`src/upd_pkg.sv`:
```
`timescale 1ns / 1ps
// ----------------------------------------------------------------------------
// upd_pkg - URL percent decoder package
// Word types, character constants, escape phase codes and the hex digit
// decode shared by the front, the queue and the back of the decoder.
// ----------------------------------------------------------------------------
package upd_pkg;

    localparam logic [7:0] CH_PERCENT = 8'h25;
    localparam logic [7:0] CH_PLUS    = 8'h2B;
    localparam logic [7:0] CH_SPACE   = 8'h20;
    localparam logic [3:0] HEX_TEN    = 4'd10;

    // escape phase codes
    localparam logic [1:0] PH_IDLE  = 2'd0;
    localparam logic [1:0] PH_PCT   = 2'd1;
    localparam logic [1:0] PH_DIGIT = 2'd2;

    // most words one input word can expand into
    localparam int MAX_RES = 3;

    // default depth of the queue between front and back
    localparam int QDEPTH_DEF = 4;

    typedef struct packed {
        logic [7:0] in_byte;
        logic       in_last;
    } t_in;

    typedef struct packed {
        logic [7:0] out_byte;
        logic       out_last;
    } t_out;

    // one classified input word: up to three result bytes, oldest in slot 0
    typedef struct packed {
        logic [MAX_RES-1:0][7:0] bytes;
        logic [1:0]              cnt;
        logic                    last;
    } t_bundle;

    // queue head as seen by the back
    typedef struct packed {
        logic    empty;
        t_bundle head;
    } t_q_rd;

    // {valid, value}; valid low when c is not a hex digit
    function automatic logic [4:0] hex_val(input logic [7:0] c);
        logic [7:0] d;
        begin
            d = 8'h00;
            if (c >= 8'h30 && c <= 8'h39) begin
                d = c - 8'h30;
                hex_val = {1'b1, d[3:0]};
            end else if (c >= 8'h41 && c <= 8'h46) begin
                d = c - 8'h41;
                hex_val = {1'b1, d[3:0] + HEX_TEN};
            end else if (c >= 8'h61 && c <= 8'h66) begin
                d = c - 8'h61;
                hex_val = {1'b1, d[3:0] + HEX_TEN};
            end else begin
                hex_val = 5'b0_0000;
            end
        end
    endfunction

endpackage

```
`src/upd_front.sv`:
```
`timescale 1ns / 1ps
// ----------------------------------------------------------------------------
// upd_front - decoder front end
// Takes one encoded word, tracks the escape state and classifies the word
// into a bundle of zero to three decoded bytes for the queue.
// ----------------------------------------------------------------------------
module upd_front (
    input  logic             i_clk,
    input  logic             i_rst_n,
    input  logic             i_accept,
    input  upd_pkg::t_in     i_in,
    output logic             o_bundle_vld,
    output upd_pkg::t_bundle o_bundle
);

    logic [1:0] r_phase, n_phase;
    logic [7:0] r_held, n_held;

    always_comb begin
        logic [upd_pkg::MAX_RES-1:0][7:0] slots;
        logic [1:0] cnt;
        logic [4:0] hv;
        logic [4:0] hh;
        logic       do_plain;
        logic [7:0] c;

        c        = i_in.in_byte;
        hv       = upd_pkg::hex_val(c);
        hh       = upd_pkg::hex_val(r_held);
        slots    = '0;
        cnt      = 2'd0;
        do_plain = 1'b0;
        n_phase  = r_phase;
        n_held   = r_held;

        unique case (r_phase)
            upd_pkg::PH_PCT: begin
                if (hv[4]) begin
                    n_held  = c;
                    n_phase = upd_pkg::PH_DIGIT;
                end else begin
                    n_phase  = upd_pkg::PH_IDLE;
                    slots[0] = upd_pkg::CH_PERCENT;
                    cnt      = 2'd1;
                    do_plain = 1'b1;
                end
            end
            upd_pkg::PH_DIGIT: begin
                n_phase = upd_pkg::PH_IDLE;
                if (hv[4]) begin
                    slots[0] = {hh[3:0], hv[3:0]};
                    cnt      = 2'd1;
                end else begin
                    slots[0] = upd_pkg::CH_PERCENT;
                    slots[1] = r_held;
                    cnt      = 2'd2;
                    do_plain = 1'b1;
                end
            end
            default: begin
                n_phase  = upd_pkg::PH_IDLE;
                do_plain = 1'b1;
            end
        endcase

        // rejected digits fall back to ordinary handling
        if (do_plain) begin
            if (c == upd_pkg::CH_PERCENT) begin
                n_phase = upd_pkg::PH_PCT;
            end else if (cnt < 2'd3) begin
                slots[cnt] = (c == upd_pkg::CH_PLUS) ? upd_pkg::CH_SPACE : c;
                cnt        = cnt + 2'd1;
            end
        end

        // end of string: flush an unfinished escape literally
        if (i_in.in_last) begin
            if (n_phase == upd_pkg::PH_PCT || n_phase == upd_pkg::PH_DIGIT) begin
                if (cnt < 2'd3) begin
                    slots[cnt] = upd_pkg::CH_PERCENT;
                    cnt        = cnt + 2'd1;
                end
            end
            if (n_phase == upd_pkg::PH_DIGIT) begin
                if (cnt < 2'd3) begin
                    slots[cnt] = n_held;
                    cnt        = cnt + 2'd1;
                end
            end
            n_phase = upd_pkg::PH_IDLE;
            n_held  = 8'h00;
        end

        o_bundle.bytes = slots;
        o_bundle.cnt   = cnt;
        o_bundle.last  = i_in.in_last;
        o_bundle_vld   = i_accept && (cnt != 2'd0);
    end

    always_ff @(posedge i_clk) begin
        if (!i_rst_n) begin
            r_phase <= upd_pkg::PH_IDLE;
            r_held  <= 8'h00;
        end else if (i_accept) begin
            r_phase <= n_phase;
            r_held  <= n_held;
        end
    end

endmodule

```
`src/upd_queue.sv`:
```
`timescale 1ns / 1ps
// ----------------------------------------------------------------------------
// upd_queue - bundle queue
// Short first-in first-out store of classified bundles between the front
// and the back, so each side can stall on its own.
// ----------------------------------------------------------------------------
module upd_queue #(
    parameter int DEPTH = upd_pkg::QDEPTH_DEF
) (
    input  logic             i_clk,
    input  logic             i_rst_n,
    input  logic             i_push,
    input  upd_pkg::t_bundle i_bundle,
    input  logic             i_pop,
    output logic             o_full,
    output upd_pkg::t_q_rd   o_rd
);

    localparam int AW = (DEPTH > 1) ? $clog2(DEPTH) : 1;
    localparam int CW = $clog2(DEPTH + 1);

    upd_pkg::t_bundle mem [DEPTH];

    logic [AW-1:0] r_wr, n_wr;
    logic [AW-1:0] r_rd, n_rd;
    logic [CW-1:0] r_cnt, n_cnt;

    always_comb begin
        n_wr  = r_wr;
        n_rd  = r_rd;
        n_cnt = r_cnt;
        if (i_push) begin
            n_wr = (r_wr == AW'(DEPTH - 1)) ? '0 : r_wr + 1'b1;
        end
        if (i_pop) begin
            n_rd = (r_rd == AW'(DEPTH - 1)) ? '0 : r_rd + 1'b1;
        end
        if (i_push && !i_pop) begin
            n_cnt = r_cnt + 1'b1;
        end else if (!i_push && i_pop) begin
            n_cnt = r_cnt - 1'b1;
        end
    end

    always_ff @(posedge i_clk) begin
        if (!i_rst_n) begin
            r_wr  <= '0;
            r_rd  <= '0;
            r_cnt <= '0;
        end else begin
            r_wr  <= n_wr;
            r_rd  <= n_rd;
            r_cnt <= n_cnt;
        end
    end

    always_ff @(posedge i_clk) begin
        if (i_push) begin
            mem[r_wr] <= i_bundle;
        end
    end

    assign o_full     = (r_cnt == CW'(DEPTH));
    assign o_rd.empty = (r_cnt == '0);
    assign o_rd.head  = mem[r_rd];

    a_no_overflow: assert property (@(posedge i_clk) disable iff (!i_rst_n)
        i_push |-> (!o_full || i_pop))
        else $error("bundle queue written while full");

    a_no_underflow: assert property (@(posedge i_clk) disable iff (!i_rst_n)
        i_pop |-> !o_rd.empty)
        else $error("bundle queue read while empty");

    a_no_empty_bundle: assert property (@(posedge i_clk) disable iff (!i_rst_n)
        i_push |-> (i_bundle.cnt != 2'd0))
        else $error("bundle with no bytes queued");

    a_cnt_range: assert property (@(posedge i_clk) disable iff (!i_rst_n)
        r_cnt <= CW'(DEPTH))
        else $error("bundle queue fill count out of range");

endmodule

```
`src/upd_back.sv`:
```
`timescale 1ns / 1ps
// ----------------------------------------------------------------------------
// upd_back - decoder back end
// Walks the bytes of the queue head bundle one per cycle into the output
// register while it is empty or popped, marking a string's final byte.
// ----------------------------------------------------------------------------
module upd_back (
    input  logic           i_clk,
    input  logic           i_rst_n,
    input  upd_pkg::t_q_rd i_rd,
    output logic           o_q_pop,
    input  logic           i_pop,
    output logic           o_empty,
    output upd_pkg::t_out  o_out
);

    logic [1:0]    r_idx, n_idx;
    logic          r_vld, n_vld;
    upd_pkg::t_out r_out, n_out;
    logic          load, take, end_of_bundle;

    assign load          = !r_vld || i_pop;
    assign take          = load && !i_rd.empty;
    assign end_of_bundle = ((r_idx + 2'd1) == i_rd.head.cnt);

    always_comb begin
        n_idx    = r_idx;
        n_vld    = r_vld;
        n_out    = r_out;
        o_q_pop  = 1'b0;
        if (load) begin
            n_vld = take;
        end
        if (take) begin
            n_out.out_byte = i_rd.head.bytes[r_idx];
            n_out.out_last = i_rd.head.last && end_of_bundle;
            if (end_of_bundle) begin
                n_idx   = 2'd0;
                o_q_pop = 1'b1;
            end else begin
                n_idx = r_idx + 2'd1;
            end
        end
    end

    always_ff @(posedge i_clk) begin
        if (!i_rst_n) begin
            r_idx <= 2'd0;
            r_vld <= 1'b0;
        end else begin
            r_idx <= n_idx;
            r_vld <= n_vld;
        end
    end

    always_ff @(posedge i_clk) begin
        r_out <= n_out;
    end

    assign o_empty = !r_vld;
    assign o_out   = r_out;

    a_idx_in_bundle: assert property (@(posedge i_clk) disable iff (!i_rst_n)
        !i_rd.empty |-> (r_idx < i_rd.head.cnt))
        else $error("byte index beyond the head bundle");

    a_idx_rest: assert property (@(posedge i_clk) disable iff (!i_rst_n)
        i_rd.empty |-> (r_idx == 2'd0))
        else $error("byte index not cleared with queue empty");

endmodule

```
`src/url_percent_decoder.sv`:
```
`timescale 1ns / 1ps
// ----------------------------------------------------------------------------
// url_percent_decoder - URL percent decoder, top level
// Decodes %XX escapes and '+' in a byte stream with an end-of-string mark.
//
//   channel   direction  handshake               word
//   input     in         push / full             t_in  {in_byte, in_last}
//   result    out        empty / pop             t_out {out_byte, out_last}
//
// One input word is taken per cycle while the bundle queue has room; one
// result word leaves per cycle from the output register while pop is high.
// An input word expands into zero to three result words, so a run of
// expanding words fills the queue and raises full until the back catches up.
// With nothing waiting ahead of it, an input word's first result word goes
// into the queue memory, then into the output register on the result ports.
// Reset is synchronous and active low; it clears the escape state, the
// queue pointers and the output valid flag.
// ----------------------------------------------------------------------------
module url_percent_decoder #(
    parameter int QDEPTH = upd_pkg::QDEPTH_DEF
) (
    input  logic          i_clk,
    input  logic          i_rst_n,
    input  logic          push,
    output logic          full,
    input  upd_pkg::t_in  i_data,
    output logic          empty,
    input  logic          pop,
    output upd_pkg::t_out o_data
);

    logic             accept;
    logic             bundle_vld;
    upd_pkg::t_bundle bundle;
    logic             q_full;
    logic             q_pop;
    upd_pkg::t_q_rd   q_rd;

    assign accept = push && !q_full;
    assign full   = q_full;

    upd_front u_front (
        .i_clk        (i_clk),
        .i_rst_n      (i_rst_n),
        .i_accept     (accept),
        .i_in         (i_data),
        .o_bundle_vld (bundle_vld),
        .o_bundle     (bundle)
    );

    upd_queue #(
        .DEPTH (QDEPTH)
    ) u_queue (
        .i_clk    (i_clk),
        .i_rst_n  (i_rst_n),
        .i_push   (bundle_vld),
        .i_bundle (bundle),
        .i_pop    (q_pop),
        .o_full   (q_full),
        .o_rd     (q_rd)
    );

    upd_back u_back (
        .i_clk   (i_clk),
        .i_rst_n (i_rst_n),
        .i_rd    (q_rd),
        .o_q_pop (q_pop),
        .i_pop   (pop),
        .o_empty (empty),
        .o_out   (o_data)
    );

endmodule
```
`config.mk`:
```
export PLATFORM = sky130hd
export DESIGN_NAME = url_percent_decoder
export DESIGN_NICKNAME = d
export VERILOG_FILES = /design/src/upd_pkg.sv /design/src/upd_front.sv /design/src/upd_queue.sv /design/src/upd_back.sv /design/src/url_percent_decoder.sv
export SDC_FILE = /design/constraint.sdc
export NUM_CORES = 1
export LEC_CHECK = 0
export ABC_CLOCK_PERIOD_IN_PS = 8000
export BUFFER_PORTS_ARGS = -buffer_cell sky130_fd_sc_hd__buf_2
export CORE_ASPECT_RATIO = 0.5
export CORE_MARGIN = 1
export CORE_UTILIZATION = 35
export CTS_BUF_LIST = sky130_fd_sc_hd__clkbuf_16
export CTS_CLUSTER_DIAMETER = 50
export DETAILED_ROUTE_END_ITERATION = 12
export PLACE_DENSITY = 0.51
export SYNTH_ARGS = -nofsm -noshare
export SYNTH_HDL_FRONTEND = slang
export SYNTH_SLANG_ARGS = --single-unit
```
`constraint.sdc`:
```
create_clock -name i_clk -period 8 [get_ports i_clk]
set_clock_uncertainty 0.15 [all_clocks]
set_input_delay 0.4 -clock i_clk [delete_from_list [all_inputs] [get_ports i_clk]]
set_output_delay 0.4 -clock i_clk [all_outputs]
set_load 0.005 [all_outputs]
```
==> flow_summary_export.csv <==
group,metric,value,unit
power_and_ir_drop,power,0.002144,W
sta,fin_tns_setup,0,ps
die,die_h,99.58,um
place,gp_congestion,0.8733,
sta,rsz0062_at_grt,"no",
finish,num-fill-cells,1734,
yosys,avgSynthCellArea,13.80,sq um
die,pin_count,24,
yosys,synth_top_area_share,52.71,%
yosys,yosysTopAreaCell,"edfxtp_1",
yosys,synth_seq_area_share,59.32,%
finish,drive_above_1_share,19.37,%
yosys,ys.flop_type,"edfxtp_1",
critical_path,crit_path_max_incr_delay,440,ps
critical_path,worstSetupPathType,"input port to register",
yosys,synth_fa_ha_area_share,3.492,%
clocking,clk_pin_slew,60,ps
die,fp-row-count,35,
drt,wl_per_cell,20.11,um
critical_path,path_max_fanout,10,
clocking,post_cts_buffers,0,
place,portBuffers,23,
clocking,cts_resized,0,
clocking,cts-root-buf,"clkbuf_16",
clocking,cts_tree,"yes",
critical_path,crit_path_end_kind,"register",
clocking,clock_sinks,139,
yosys,netlist_top_cells_area,"edfxtp_1, mux4_2, dfxtp_1, ha_1, mux2i_1",
yosys,synth_cells,483,
sta,fmax,230.6,MHz
yosys,synthesis.nets,514,
drt,via_per_inst,5.234,
sta,fin_crit,4337,ps
sta,slew_violations,0,
yosys,synth_top_family_by_area,"multiplexers",
drt,postRouteAntennaNets,0,
yosys,synth_area,6665,sq um
grt,grt_pass1_wl,23.78,mm
yosys,synth-xor-area-share,0.6570,%
die,initial_utilization,35.98,%
drt,dr.pass1.iters,4,
grt,globalRouteTotalUtil,16.72,%
grt,grt_pass1_vias,3996,
yosys,synth_compound_area_share,11.75,%
yosys,synth_most_common_cell,"edfxtp_1",
place,dp_hpwl,10.33,mm
finish,insertedDiodeCount,0,
drt,finalWirelength,15.48,mm
sta,timing.final.crit_share,54.22,%
finish,nets,530,
sta,worstMarginPinSlew,894.9,ps
clocking,h-tree-depth,4,
drt,dr_total_vias,4030,
drt,drc,0,
grt,antenna_found_initial,0,
sta,final-setup-viol-count,0,
clocking,cts_buffer_depth,2,
critical_path,r2r_start,"u_front.r_phase[1]",
critical_path,cp_top_family,"compound AO/OA/AOI/OAI gates",
yosys,synth_common_cells,"edfxtp_1, nand2_1, mux4_2",
clocking,numCtsBuffers,17,
die,die-area,19630,sq um
job,maxCapViolCount,0,
clocking,insertion_delay,410,ps
yosys,synth_edf_count,117,
hold_path,min_from,"pop",
drt,drtIter0Drc,356,
hold_path,min_path_type,"input port to register",
finish,area_growth,14.06,%
critical_path,cp_data_required_time,8190,ps
grt,grt.overflow.total,0,
yosys,async_flop_share,0,%
yosys,yosysWarnings,0,
critical_path,crit_buf_inv,4,
critical_path,start_kind,"input port",
power_and_ir_drop,ir_drop,98.05,uV
grt,grt_start_max_net_pins,29,
critical_path,cp_slowest_cell,"o21ai_2",
yosys,synth_cell_types,63,
yosys,yosys.area_share.simple,9.217,%
die,die_w,197.2,um
sta,maxSlewHeadroom,39.71,%
clocking,ctsHoldBuffers,0,
critical_path,startpoint,"i_data[2]",
yosys,synth_mux_area_share,12.16,%
critical_path,reg2reg_slack,4040,ps
yosys,synth_seq_cells,139,
sta,hold_violations,0,
critical_path,path_cells,"buf_2, inv_1, ha_1, o21bai_1, a211oi_4, o21ai_2, inv_1, ha_1, nand2b_1, a31oi_1, o21ai_2, o21a_1, ha_1, inv_1, fa_1, xor2_1, or3_1, a21boi_0",
power_and_ir_drop,power_density,282.0,nW/um^2
critical_path,arrival,4530,ps
power_and_ir_drop,leakagePower,2.570,nW
outcome,status,"finished clean",
die,core,18520,sq um
[kinds of logic (layout without fill, tap and decap cells)]
family | Yosys count | count (layout)
flip-flops | 139 | 139
AND/OR/NAND/NOR | 118 | 118
AO/OA/AOI/OAI | 103 | 103
buffers and inverters | 53 | 81
multiplexers | 47 | 47
adder cells (fa/ha/maj) | 18 | 18
XOR/XNOR | 5 | 5
[metrics by stage]
stage	hold slack [ps]	setup slack, ps	cells	cell area [sq um]	util [%]
2_1_floorplan	304.7	3802	483	6665	-
3_3_place_gp	328.6	3389	739	6990	37.74
3_5_place_dp	335.6	3216	739	6990	37.74
4_1_cts	101.5	3639	770	7602	41.04
5_1_grt	123.1	3329	770	7602	41.04
6_report	113.7	3663	770	7602	41.04
[worst reg2reg max path, delay by kind of cell, from the launching register on]
family,cells,cell delay [ps]
AOI/OAI and AO/OA,5,1020
xor gates and xnor gates,1,180
adders and majority gates,4,1380
buffers and inverters,3,350
DFF,1,360
and+or+nand+nor,2,440
[registers in the layout, indices dropped and copies added, names as in the netlist, named ones only]
signal / flops
u_queue.mem: 108
u_back.o_out: 9
u_front.r_held: 8
u_queue.r_cnt: 3
u_back.r_idx: 2
u_front.r_phase: 2
u_queue.r_rd: 2
u_queue.r_wr: 2
u_back.r_vld: 1
[where the power goes]
group	leakage (nW)	internal, W	switching, W
registers	1.29	0.000884	0.0000519
logic	0.987	0.000181	0.000215
clock network	0.293	0.000496	0.000316
[path summary, 6_finish.rpt]
check | to | cells past startpoint
worst max-delay path | u_queue.r_cnt[2] | 18
worst min-delay path | u_back.r_vld | 4
worst max register to register | u_queue.r_cnt[2] | 15
worst min register to register | u_back.r_vld | 2
[final cells by class]
cell class                 instances  area (sq um)  area share [%]
sequential                       139          3956           52.04
timing repair buffer              24         122.6           1.613
clock inverter                    14         186.4           2.452
multi-input combinational        291          2490           32.75
clock buffer                      17         425.4           5.596
tap                              259         324.1           4.263
inverter                          26         97.59           1.284
[cell usage in the layout, fill, tap and decap left out, drive strengths merged, types with 12 or more instances in the layout]
cell type / synthesis / final
edfxtp: 117 / 117
dfxtp: 22 / 22
mux4: 27 / 27
nor2b: 13 / 13
inv: 25 / 30
nand3: 13 / 13
nand2: 31 / 31
mux2i: 18 / 18
nor2: 17 / 17
ha: 17 / 17
a21oi: 14 / 14
o21ai: 15 / 15
o22ai: 17 / 17
buf: 11 / 24
and2: 12 / 12
clkbuf: 16 / 17
[metal layers]
metal	track usage, %	part of all wire (%)	up-vias
met3	4.815	6.1	11
met2	25.33	44	91
met5	0	0	-
met4	3.399	0.81	0
met1	23.86	49	2013
li1	-	-	1915
(Power assumes the default switching activity.)
